`src/hdl/assert_macros.svh`:
```
// ----------------------------------------------------------------------------
// assert_macros.svh
// Assertion helpers shared by the RTL. Each macro expands to one labeled
// concurrent assertion on the rising edge of i_clk, disabled during reset.
// ----------------------------------------------------------------------------
`ifndef ASSERT_MACROS_SVH
`define ASSERT_MACROS_SVH

// Same-cycle implication: when ante holds, cons must hold at that edge.
`define AEMX_ASSERT_NOW(lbl, ante, cons, msg) \
    lbl: assert property (@(posedge i_clk) disable iff (!i_rst_n) (ante) |-> (cons)) \
        else $error(msg);

// Next-cycle implication: when ante holds, cons must hold at the next edge.
`define AEMX_ASSERT_NXT(lbl, ante, cons, msg) \
    lbl: assert property (@(posedge i_clk) disable iff (!i_rst_n) (ante) |=> (cons)) \
        else $error(msg);

`endif

```
`src/hdl/aemx_pkg.sv`:
```
// ----------------------------------------------------------------------------
// aemx_pkg
// Types and codes for the actuator exploration mixer.
// ----------------------------------------------------------------------------
package aemx_pkg;

    // Configuration register indexes.
    localparam logic [2:0] CFG_RNG_SEED     = 3'd0;
    localparam logic [2:0] CFG_PLACE_GAIN   = 3'd1;
    localparam logic [2:0] CFG_NUDGE_MAX    = 3'd2;
    localparam logic [2:0] CFG_REST_GAIN    = 3'd3;
    localparam logic [2:0] CFG_JITTER_GAIN  = 3'd4;
    localparam logic [2:0] CFG_CONT_GAIN    = 3'd5;

    // Sequencer states, one-hot.
    typedef enum logic [4:0] {
        ST_IDLE  = 5'b00001,
        ST_MUL   = 5'b00010,
        ST_SCL   = 5'b00100,
        ST_SUM   = 5'b01000,
        ST_CLAMP = 5'b10000
    } t_state;

    // Product steps of the shared multiplier, in issue order.
    typedef enum logic [3:0] {
        STP_NUDGE = 4'd0,
        STP_REST1 = 4'd1,
        STP_REST2 = 4'd2,
        STP_NZ1   = 4'd3,
        STP_NZ2   = 4'd4,
        STP_NZ3   = 4'd5,
        STP_NZ4   = 4'd6,
        STP_DIRC  = 4'd7,
        STP_BI1   = 4'd8,
        STP_BI2   = 4'd9
    } t_step;

    localparam logic signed [31:0] S32_MAX = 32'sh7FFF_FFFF;
    localparam logic signed [31:0] S32_MIN = 32'sh8000_0000;

endpackage

```
`src/hdl/actuator_exploration_mixer_unit.sv`:
```
// ----------------------------------------------------------------------------
// actuator_exploration_mixer_unit
// Computes a new exploratory target for one actuator from its present value,
// its range, the drives and the learned context, using a shared multiplier.
// ----------------------------------------------------------------------------
// One beat in gives at most one beat out. The target is the baseline plus a
// pull toward zero under rest pressure, plus xorshift32 noise scaled by the
// fuzz, the range span, the noise gain and a spatial nudge factor, plus a
// direction bias weighted by confidence; the sum is clamped to the range.
// All values are signed fixed point with FRAC_BITS fraction bits; every
// product but direction times confidence is rounded toward minus infinity
// at the fraction point, and every product saturates to 32 bits. A beat
// with override set produces no result and does not advance the generator.
// Any other beat runs ten products through one 32x32 multiplier, each
// product passing through a multiply state and a scale state, then a sum
// state adds the terms and a clamp state clamps the result to the range.
// The unit takes its next beat only after it has returned to idle; the
// product chain through the single multiplier sets the time to a result.
// The result sits in an output register, so a new beat is taken while
// the previous result still waits downstream; the unit only holds in the
// clamp state if the output register is still occupied. Configuration
// writes take effect at once and must be made while the unit is idle.
// Writing the seed reloads the generator, and a seed of zero loads one.
// ----------------------------------------------------------------------------
`include "assert_macros.svh"

module actuator_exploration_mixer_unit
    import aemx_pkg::*;
#(
    parameter int FRAC_BITS = 16
) (
    input  logic               i_clk,
    input  logic               i_rst_n,
    // configuration
    input  logic               i_cfg_we,
    input  logic [2:0]         i_cfg_idx,
    input  logic [31:0]        i_cfg_data,
    // input beat
    input  logic               i_valid,
    output logic               o_ready,
    input  logic signed [31:0] i_baseline,
    input  logic signed [31:0] i_range_low,
    input  logic signed [31:0] i_range_high,
    input  logic               i_override_active,
    input  logic signed [7:0]  i_direction,
    input  logic [16:0]        i_confidence,
    input  logic signed [31:0] i_place_score,
    input  logic               i_at_best_place,
    input  logic [30:0]        i_fuzz,
    input  logic signed [31:0] i_fatigue_drive,
    input  logic signed [31:0] i_energy_drive,
    // result beat
    output logic               o_valid,
    input  logic               i_ready,
    output logic signed [31:0] o_target
);

    // One in fixed point, and the shift that maps the generator state onto
    // a noise value spanning minus one to plus one.
    localparam logic signed [31:0] QONE      = 32'sd1 <<< FRAC_BITS;
    localparam int                 NOISE_SH  = 31 - FRAC_BITS;

    // Control state.
    t_state             r_state;
    t_step              r_step;
    logic               r_out_valid;
    logic [31:0]        r_noise_state;

    // Configuration registers.
    logic [30:0]        r_place_gain;
    logic [30:0]        r_nudge_max;
    logic [30:0]        r_rest_gain;
    logic [30:0]        r_jitter_gain;
    logic [30:0]        r_cont_gain;

    // Captured beat and working values.
    logic signed [31:0] r_baseline;
    logic signed [31:0] r_lo;
    logic signed [31:0] r_hi;
    logic signed [7:0]  r_dir;
    logic [16:0]        r_conf;
    logic signed [31:0] r_best;
    logic               r_at_best;
    logic [30:0]        r_fuzz;
    logic signed [31:0] r_rest;
    logic signed [31:0] r_span;
    logic signed [63:0] r_prod;
    logic signed [31:0] r_acc;
    logic signed [31:0] r_fac;
    logic signed [31:0] r_pull;
    logic signed [31:0] r_nterm;
    logic signed [33:0] r_sum;
    logic signed [31:0] r_target;

    logic               in_fire;
    logic               work_fire;
    logic [31:0]        xs_a;
    logic [31:0]        xs_b;
    logic [31:0]        n_noise_state;
    logic signed [31:0] noise_val;
    logic signed [32:0] drive_sum;
    logic signed [31:0] n_rest;
    logic signed [32:0] span_diff;
    logic signed [31:0] n_span;
    logic signed [31:0] op_a;
    logic signed [31:0] op_b;
    logic signed [63:0] scl_shift;
    logic signed [31:0] scl_res;
    logic signed [31:0] nudge_mag;
    logic signed [32:0] fac_sum;
    logic signed [31:0] n_fac;
    logic signed [31:0] n_pull;
    logic signed [31:0] n_target;
    logic               out_free;

    assign o_ready   = (r_state == ST_IDLE);
    assign in_fire   = i_valid && o_ready;
    assign work_fire = in_fire && !i_override_active;
    assign o_valid   = r_out_valid;
    assign o_target  = r_target;
    assign out_free  = !r_out_valid || i_ready;

    // Generator advance: shifts of 13, 17 and 5.
    always_comb begin
        xs_a          = r_noise_state ^ (r_noise_state << 13);
        xs_b          = xs_a ^ (xs_a >> 17);
        n_noise_state = xs_b ^ (xs_b << 5);
    end

    // The noise is taken from the already advanced state, which is held in
    // r_noise_state for the whole item.
    assign noise_val = $signed(r_noise_state >> NOISE_SH) - QONE;

    // Per-beat values that need no product: rest pressure and range span.
    always_comb begin
        drive_sum = 33'(i_fatigue_drive) + 33'(i_energy_drive);
        if (drive_sum < 33'sd0) begin
            n_rest = 32'sd0;
        end else if (drive_sum > 33'(QONE)) begin
            n_rest = QONE;
        end else begin
            n_rest = 32'(drive_sum);
        end

        span_diff = 33'(i_range_high) - 33'(i_range_low);
        if (span_diff > 33'(S32_MAX)) begin
            n_span = S32_MAX;
        end else if (span_diff < 33'(S32_MIN)) begin
            n_span = S32_MIN;
        end else begin
            n_span = 32'(span_diff);
        end
    end

    // Operand selection for the shared multiplier.
    always_comb begin
        case (r_step)
            STP_NUDGE: begin
                op_a = r_best;
                op_b = $signed({1'b0, r_place_gain});
            end
            STP_REST1: begin
                op_a = r_baseline;
                op_b = r_rest;
            end
            STP_REST2: begin
                op_a = r_acc;
                op_b = $signed({1'b0, r_rest_gain});
            end
            STP_NZ1: begin
                op_a = noise_val;
                op_b = $signed({1'b0, r_fuzz});
            end
            STP_NZ2, STP_BI1: begin
                op_a = r_acc;
                op_b = r_span;
            end
            STP_NZ3: begin
                op_a = r_acc;
                op_b = $signed({1'b0, r_jitter_gain});
            end
            STP_NZ4: begin
                op_a = r_acc;
                op_b = r_fac;
            end
            STP_DIRC: begin
                op_a = 32'(r_dir);
                op_b = $signed({15'd0, r_conf});
            end
            STP_BI2: begin
                op_a = r_acc;
                op_b = $signed({1'b0, r_cont_gain});
            end
            default: begin
                op_a = 32'sd0;
                op_b = 32'sd0;
            end
        endcase
    end

    // Scaling of the registered product: an arithmetic shift rounds toward
    // minus infinity, then the value saturates. The direction-times-
    // confidence step is an integer product and is not rescaled.
    always_comb begin
        if (r_step == STP_DIRC) begin
            scl_shift = r_prod;
        end else begin
            scl_shift = r_prod >>> FRAC_BITS;
        end
        if (scl_shift > 64'(S32_MAX)) begin
            scl_res = S32_MAX;
        end else if (scl_shift < 64'(S32_MIN)) begin
            scl_res = S32_MIN;
        end else begin
            scl_res = 32'(scl_shift);
        end
    end

    // Spatial nudge factor: one plus or minus the clamped nudge magnitude.
    // Only a positive best score moves it off one.
    always_comb begin
        if (scl_res < 32'sd0) begin
            nudge_mag = 32'sd0;
        end else if (scl_res > $signed({1'b0, r_nudge_max})) begin
            nudge_mag = $signed({1'b0, r_nudge_max});
        end else begin
            nudge_mag = scl_res;
        end
        if (r_at_best) begin
            fac_sum = 33'(QONE) - 33'(nudge_mag);
        end else begin
            fac_sum = 33'(QONE) + 33'(nudge_mag);
        end
        if (r_best <= 32'sd0) begin
            n_fac = QONE;
        end else if (fac_sum > 33'(S32_MAX)) begin
            n_fac = S32_MAX;
        end else begin
            n_fac = 32'(fac_sum);
        end
    end

    // The pull is the negated product; the most negative value saturates.
    assign n_pull = (scl_res == S32_MIN) ? S32_MAX : -scl_res;

    // Final clamp: the low bound is checked first, so an inverted range
    // gives the low bound whenever the sum lies below it.
    always_comb begin
        if (r_sum < 34'(r_lo)) begin
            n_target = r_lo;
        end else if (r_sum > 34'(r_hi)) begin
            n_target = r_hi;
        end else begin
            n_target = 32'(r_sum);
        end
    end

    // Sequencer, generator and configuration.
    always_ff @(posedge i_clk) begin
        if (!i_rst_n) begin
            r_state        <= ST_IDLE;
            r_step         <= STP_NUDGE;
            r_out_valid    <= 1'b0;
            r_noise_state  <= 32'd1;
            r_place_gain   <= '0;
            r_nudge_max    <= '0;
            r_rest_gain    <= '0;
            r_jitter_gain  <= '0;
            r_cont_gain    <= '0;
        end else begin
            // A new result refills the output register in the same cycle
            // that the waiting one leaves.
            if ((r_state == ST_CLAMP) && out_free) begin
                r_out_valid <= 1'b1;
            end else if (r_out_valid && i_ready) begin
                r_out_valid <= 1'b0;
            end

            if (i_cfg_we) begin
                case (i_cfg_idx)
                    CFG_RNG_SEED: begin
                        r_noise_state <= (i_cfg_data == 32'd0) ? 32'd1 : i_cfg_data;
                    end
                    CFG_PLACE_GAIN:   r_place_gain   <= i_cfg_data[30:0];
                    CFG_NUDGE_MAX:    r_nudge_max    <= i_cfg_data[30:0];
                    CFG_REST_GAIN:    r_rest_gain    <= i_cfg_data[30:0];
                    CFG_JITTER_GAIN:  r_jitter_gain  <= i_cfg_data[30:0];
                    CFG_CONT_GAIN:    r_cont_gain    <= i_cfg_data[30:0];
                    default: begin
                    end
                endcase
            end else if (work_fire) begin
                r_noise_state <= n_noise_state;
            end

            case (r_state)
                ST_IDLE: begin
                    if (work_fire) begin
                        r_state <= ST_MUL;
                        r_step  <= STP_NUDGE;
                    end
                end
                ST_MUL: begin
                    r_state <= ST_SCL;
                end
                ST_SCL: begin
                    if (r_step == STP_BI2) begin
                        r_state <= ST_SUM;
                    end else begin
                        r_state <= ST_MUL;
                        r_step  <= t_step'(r_step + 4'd1);
                    end
                end
                ST_SUM: begin
                    r_state <= ST_CLAMP;
                end
                ST_CLAMP: begin
                    if (out_free) begin
                        r_state <= ST_IDLE;
                    end
                end
                default: begin
                    r_state <= ST_IDLE;
                end
            endcase
        end
    end

    // Datapath registers.
    always_ff @(posedge i_clk) begin
        if (work_fire) begin
            r_baseline <= i_baseline;
            r_lo       <= i_range_low;
            r_hi       <= i_range_high;
            r_dir      <= i_direction;
            r_conf     <= i_confidence;
            r_best     <= i_place_score;
            r_at_best  <= i_at_best_place;
            r_fuzz     <= i_fuzz;
            r_rest     <= n_rest;
            r_span     <= n_span;
        end

        if (r_state == ST_MUL) begin
            r_prod <= op_a * op_b;
        end

        if (r_state == ST_SCL) begin
            case (r_step)
                STP_NUDGE: r_fac   <= n_fac;
                STP_REST2: r_pull  <= n_pull;
                STP_NZ4:   r_nterm <= scl_res;
                default:   r_acc   <= scl_res;
            endcase
        end

        if (r_state == ST_SUM) begin
            r_sum <= 34'(r_baseline) + 34'(r_pull) + 34'(r_nterm) + 34'(r_acc);
        end

        if ((r_state == ST_CLAMP) && out_free) begin
            r_target <= n_target;
        end
    end

    // ------------------------------------------------------------------------
    // Assertions
    // ------------------------------------------------------------------------
    `AEMX_ASSERT_NOW(a_noise_nonzero, 1'b1, r_noise_state != 32'd0, "generator state is zero")
    `AEMX_ASSERT_NOW(a_valid_from_clamp, $rose(o_valid), $past(r_state == ST_CLAMP), "result without clamp")
    `AEMX_ASSERT_NXT(a_override_keeps_rng, in_fire && i_override_active && !i_cfg_we, $stable(r_noise_state) && (r_state == ST_IDLE), "override beat changed state")
    `AEMX_ASSERT_NOW(a_step_range, (r_state == ST_MUL) || (r_state == ST_SCL), r_step <= STP_BI2, "step beyond last product")

endmodule
```
`config.mk`:
```
export PLATFORM = sky130hd
export DESIGN_NAME = actuator_exploration_mixer_unit
export DESIGN_NICKNAME = d
export VERILOG_FILES = /design/src/hdl/aemx_pkg.sv /design/src/hdl/actuator_exploration_mixer_unit.sv
export VERILOG_INCLUDE_DIRS = /design/src /design/src/hdl
export SDC_FILE = /design/constraint.sdc
export NUM_CORES = 2
export LEC_CHECK = 0
export ABC_AREA = 1
export ABC_CLOCK_PERIOD_IN_PS = 19700
export BUFFER_PORTS_ARGS = -buffer_cell sky130_fd_sc_hd__buf_2
export CELL_PAD_IN_SITES_DETAIL_PLACEMENT = 1
export CELL_PAD_IN_SITES_GLOBAL_PLACEMENT = 2
export CORE_UTILIZATION = 43
export DETAILED_ROUTE_END_ITERATION = 12
export GPL_TIMING_DRIVEN = 0
export PLACE_DENSITY_LB_ADDON = 0.1
export SETUP_SLACK_MARGIN = 0.4
export SLEW_MARGIN = 25
export SYNTH_ARGS = -nofsm -noshare
export SYNTH_HDL_FRONTEND = slang
export SYNTH_SLANG_ARGS = --single-unit
```
`constraint.sdc`:
```
create_clock -name i_clk -period 19.7 [get_ports i_clk]
set_input_delay 1.97 -clock i_clk [delete_from_list [all_inputs] [get_ports i_clk]]
set_output_delay 1.97 -clock i_clk [all_outputs]
set_load 0.01 [all_outputs]
```
; ---- Yosys cells after proc, flatten, opt, wreduce, memory -nomap -nowiden
; Index checks and enable logic that the tools add are counted.
[totals]
ff_bits = 704
out_inout_bits = 34
wordCells = 135
[op_classes]
addsub = 10
mul = 1
order_cmp = 12
eq_ne = 24
muxes = 26
n_bitwise = 4
reduce_logical = 30
[ops]
columns = op, count
row1 = $mux 32, 11
row2 = $pmux 32 s9, 1
row3 = $pmux 32 s5, 1
row4 = $add 32x32->33, 2
row5 = $gt 33x32->1 const B, 2
row6 = $gt 64x32->1 const B, 1
row7 = $lt 64x32->1 const B, 1
row8 = $mul 32x32->64, 1
row9 = $xor 32x32->32, 2
row10 = $mux 63, 1
row11 = $add 33x32->34, 1
row12 = $add 34x32->34, 1
row13 = $gt 34x32->1, 1
row14 = $lt 34x32->1, 1
row15 = $add 18x32->33 const A, 1
row16 = $gt 33x18->1 const B, 1
row17 = $lt 33x1->1 const B, 1
row18 = $lt 33x32->1 const B, 1
row19 = $mux 33, 1
row20 = $sub 18x32->33 const A, 1
row21 = $sub 32x32->33, 1
row22 = $eq 32x32->1 const B, 1
row23 = $gt 32x32->1, 1
row24 = $le 32x1->1 const B, 1
row25 = 39 further kinds, 70

; ---- Longest topological paths before layout
[depth]
depth_word = 12
mapped_depth = 47

; ---- Least setup slack after synthesis
; No wires, ideal clock.
[synth_timing]
path_type = input-to-reg
start = input port i_valid
end = register r_noise_state[15]
arrival_ps = 13593
path_slack_ps = 6037
cell_stages = 8
cell_sequence = nand2_1 -> nor2_1 -> nand2_1 -> nand2_1 -> clkbuf_1 -> clkbuf_1 -> o21ai_0 -> a21oi_1
[synth_between]
elab_chain_cells = 4
[synth_rtl]
columns = element, line_no
row1 = start: declaration, actuator_exploration_mixer_unit.sv:39  ; input logic i_valid,
row2 = $logic_and 1x1->1, actuator_exploration_mixer_unit.sv:117  ; assign in_fire = i_valid && o_ready;
row3 = $logic_and 1x1->1, actuator_exploration_mixer_unit.sv:118  ; assign work_fire = in_fire && !i_override_active;
row4 = net work_fire, actuator_exploration_mixer_unit.sv:96  ; logic work_fire;
row5 = $reduce_bool 2->1 (no line), -
row6 = $reduce_and 2->1 (no line), -
row7 = end signal: assignment, actuator_exploration_mixer_unit.sv:282  ; r_noise_state <= (i_cfg_data == 32'd0) ? 32'd1 : i_cfg_data;
row8 = end signal: assignment, actuator_exploration_mixer_unit.sv:293  ; r_noise_state <= n_noise_state;
row9 = end: declaration, actuator_exploration_mixer_unit.sv:67  ; logic [31:0] r_noise_state;
; The timed path passes the listed nets, and every way through them passes these cells.
; A chain may end at the register's enable or synchronous reset.

; ---- Worst setup path in the final report
[layout_timing]
start = register r_step[0]
end = register r_prod[60], data pin
[layout_between]
elab_chain_cells = 4
elab_cells_between_ends = 15
cone_classes = mul: 1 / eq/ne: 9 / mux: 2 / reduce/logical: 3
[layout_rtl]
columns = element, line_no
row1 = start: declaration, actuator_exploration_mixer_unit.sv:65  ; t_step r_step;
row2 = start signal: assignment, actuator_exploration_mixer_unit.sv:311  ; r_step <= t_step'(r_step + 4'd1);
row3 = "$eq 4x4->1, or another cell as far along", actuator_exploration_mixer_unit.sv:157  ; case (r_step)
row4 = $reduce_or 6->1 (no line) or $reduce_or 2->1 (tied branches), -
row5 = $pmux 32 s5 or $pmux 32 s9 (tied branches), actuator_exploration_mixer_unit.sv:157
row6 = $mul 32x32->64 *, actuator_exploration_mixer_unit.sv:345  ; r_prod <= op_a * op_b;
row7 = end signal: assignment, actuator_exploration_mixer_unit.sv:345
row8 = end: declaration, actuator_exploration_mixer_unit.sv:87  ; logic signed [63:0] r_prod;
; Every way passes the cells marked *; elsewhere a longest branch is shown, timed or not.

==> flow_summary_export.csv <==
group,metric,value,unit
status,status,"completed",
finish,final_cell_mix,"nand2_1 (1915), inv_1 (1850), fa_1 (1147)",
routing,wire_per_inst,28.1,um
timing,finalMaxSlewViolations,0,
clock_network,cts_tree,"done",
routing,via_count,64487,
routing,drc_errors,0,
timing,finalCriticalPeriod,13850,ps
critical_path,crit_cells,40,
yosys,yosysTopAreaCell,"fa_1",
routing,ant_nets,0,
finish,top_register,"r_prod",
critical_path,critical_path_arrival,14270,ps
yosys,synthXorXnorAreaFrac,2.64,%
placed_design,globalplace.congestion,0.990,
timing,fin_crit_sh,70.3,%
clock_network,htreeDepth,3,
floorplan,design.portCount,324,
clock_network,cts.clk_slew.worst_paths,70,ps
finish,final_nets,11027,
finish,design_area,0.0836,mm2
global_routing,grt_use_met1,51.3,%
routing,via_per_inst,5.56,
placed_design,portBuffers,321,
timing,rsz0062_at_grt,"false",
yosys,yosys.area_share.adder,36.7,%
routing,firstDrtPassIters,6,
critical_path,crit_family,"adder cells",
clock_network,ctsResizeCount,0,
critical_path,crit_end,"r_prod[60]",
placed_design,dp_hpwl,274000,um
yosys,muxShareOfSynthArea,0,%
placed_design,placedInstanceArea,0.0811,mm2
finish,layout_commonest_cell,"nand2_1",
clock_network,numCtsBuffers,74,
yosys,yosys_warnings,0,
critical_path,cp_max_fo,10,
critical_path,cp-startpoint,"r_step[0]",
global_routing,antenna_found_initial,25,
global_routing,grt_pass1_vias,67983,
floorplan,fp.dieH,422,um
finish,top_regs,"r_prod: 64 flops, r_sum: 34 flops",
global_routing,grt_use_met3,6.89,%
critical_path,cp.required,20130,ps
critical_path,crit_path_end_kind,"flop",
clock_network,clk_latency,690,ps
clock_network,clockBufferDepth,3,
clock_network,ctsHoldBuffers,0,
timing,worstMarginPinSlew,1270,ps
yosys,yosys.area_share.simple,15.5,%
run,maxCapViolCount,0,
yosys,yosys_register_bits,704,
global_routing,grt_pass1_wl,470000,um
critical_path,path_class,"reg -> reg",
timing,max_freq,72.2,MHz
global_routing,grt_max_degree,28,
critical_path,crit_path_top_delay_cell,"clkbuf_1",
routing,wirelength,325000,um
clock_network,cts_sinks,704,
global_routing,top_usage_layer,"met2",
critical_path,crit_buf_inv,14,
yosys,synth_top_family_by_area,"adder cells",
floorplan,fp.dieW,422,um
floorplan,row_count,153,
floorplan,core_area,0.175,mm2
yosys,synthArstFlopShare,0,%
global_routing,overflow,0,
yosys,syn_inst,8750,
floorplan,die_area,0.178,mm2
yosys,yosysUniqueCellTypes,66,
yosys,postSynthAreaPerCell,8.67,um2
yosys,synth_area_leaders,"fa_1 (30%), edfxtp_1 (20%), nand2_1 (9.5%)",
critical_path,slowest_delay,920,ps
critical_path,setup.worst_path.start_class,"flop",
timing,finalHoldViolations,0,
critical_path,r2r_cells,40,
timing,setup_violations,0,
clock_network,clock-root-buffer,"clkbuf_16",
timing,fin_hold_ws,457,ps
critical_path,regToRegStartpoint,"r_step[0]",
critical_path,rrSetupSlack,5850,ps
yosys,syn_area,0.0759,mm2
timing,maxSlewHeadroom,15.3,%
global_routing,grt_util_met2,56.0,%
yosys,synth_top_area_share,30.3,%
critical_path,rr_endpoint,"r_prod[60]",
critical_path,crit_top_cell,"fa_1",
yosys,synthFlopType,"edfxtp_1",
finish,drive_gt1_share,6.78,%
yosys,synth_compound_area_share,8.69,%
floorplan,initial_core_util,43.5,%
finish,area_growth,10.2,%
clock_network,post_cts_buffers,0,
finish,largest_register_ffs,64,
routing,drt_iter0_markers,6037,
yosys,seq_area_frac_synth,25.3,%
yosys,synth-edff-count,507,
timing,fin_skew,25.6,ps
hold_path,hp-start,"r_rest_gain[19]",
global_routing,grt.total_usage,36.6,%
hold_path,hp-class,"reg -> reg",
==> routing by layer <==
layer,up-vias,wire [um]
li1,28013,-
met1,33395,140000
met2,2518,143000
met3,539,27100
met4,22,15100
met5,-,147
==> cell type report <==
cell class | instances | area [um2]
Fill cell | 20921 | 91000
Multi-Input combinational cell | 5834 | 48400
Sequential cell | 704 | 19200
Inverter | 1860 | 6980
Tap cell | 2325 | 2910
Timing Repair Buffer | 360 | 2170
Clock buffer | 94 | 1980
Buffer | 366 | 1550
Clock inverter | 41 | 432
Antenna cell | 5 | 12.5
==> worst min-delay path by stage <==
stage                                 end  slack, ps  cells after the start
after global placement     r_rest_gain[8]        440                      2
after floorplan            r_rest_gain[1]        420                      2
final                     r_rest_gain[19]        460                      2
after global routing      r_rest_gain[19]        470                      2
after CTS                  r_rest_gain[1]        450                      2
after detailed placement   r_rest_gain[1]        440                      2
==> kinds of logic (layout without fill, tap and decap cells) <==
group           after synthesis  after routing
compound gates             1137           1137
xor+xnor                    229            229
fa+ha+maj                  1537           1537
buf+inv                    2226           2721
flops                       704            704
other cells                   1             20
simple gates               2916           2916
==> through the flow <==
| stage | instances | setup WS [ps] | TNS [ps] | util, % |
|---|---|---|---|---|
| global placement | 11410 | -47.1 | -126 | 46.1 |
| CTS | 11583 | 6150 | 0 | 47.8 |
| detailed placement | 11448 | 6160 | 0 | 46.5 |
| global route | 11585 | 5880 | 0 | 47.9 |
| finish | 11589 | 5850 | 0 | 47.9 |
| floorplan | 8764 | 6040 | 0 | - |
==> worst register-to-register path, delay by kind of cell (launching register included) <==
family	cells	cell delay, ps
xor gates and xnor gates	1	70
and+or+nand+nor	11	2320
adders and majority gates	10	4830
AOI/OAI and AO/OA	4	1640
DFF	1	440
buffers and inverters	14	4300
==> synthesized netlist by cell type, types with 14 or more instances <==
| master | n |
|---|---|
| nor4_1 | 35 |
| ha_1 | 388 |
| edfxtp_1 | 507 |
| or2_2 | 20 |
| nor3_1 | 37 |
| dfxtp_1 | 197 |
| xnor2_1 | 83 |
| nor2_1 | 569 |
| a22o_1 | 31 |
| a21o_1 | 14 |
| nand2_1 | 1915 |
| nand4_1 | 56 |
| a221oi_1 | 53 |
| clkbuf_1 | 330 |
| fa_1 | 1149 |
| nand3_1 | 236 |
| a22oi_1 | 28 |
| xor2_1 | 146 |
| o21a_1 | 15 |
| o21ai_0 | 410 |
| buf_6 | 14 |
| o22ai_1 | 30 |
| inv_1 | 1850 |
| a31oi_1 | 70 |
| o21bai_1 | 16 |
| a21oi_1 | 385 |
Power is left out: the tool's default activity adds up to more than one toggle a clock period on the data nets, which glitch-free logic cannot reach.
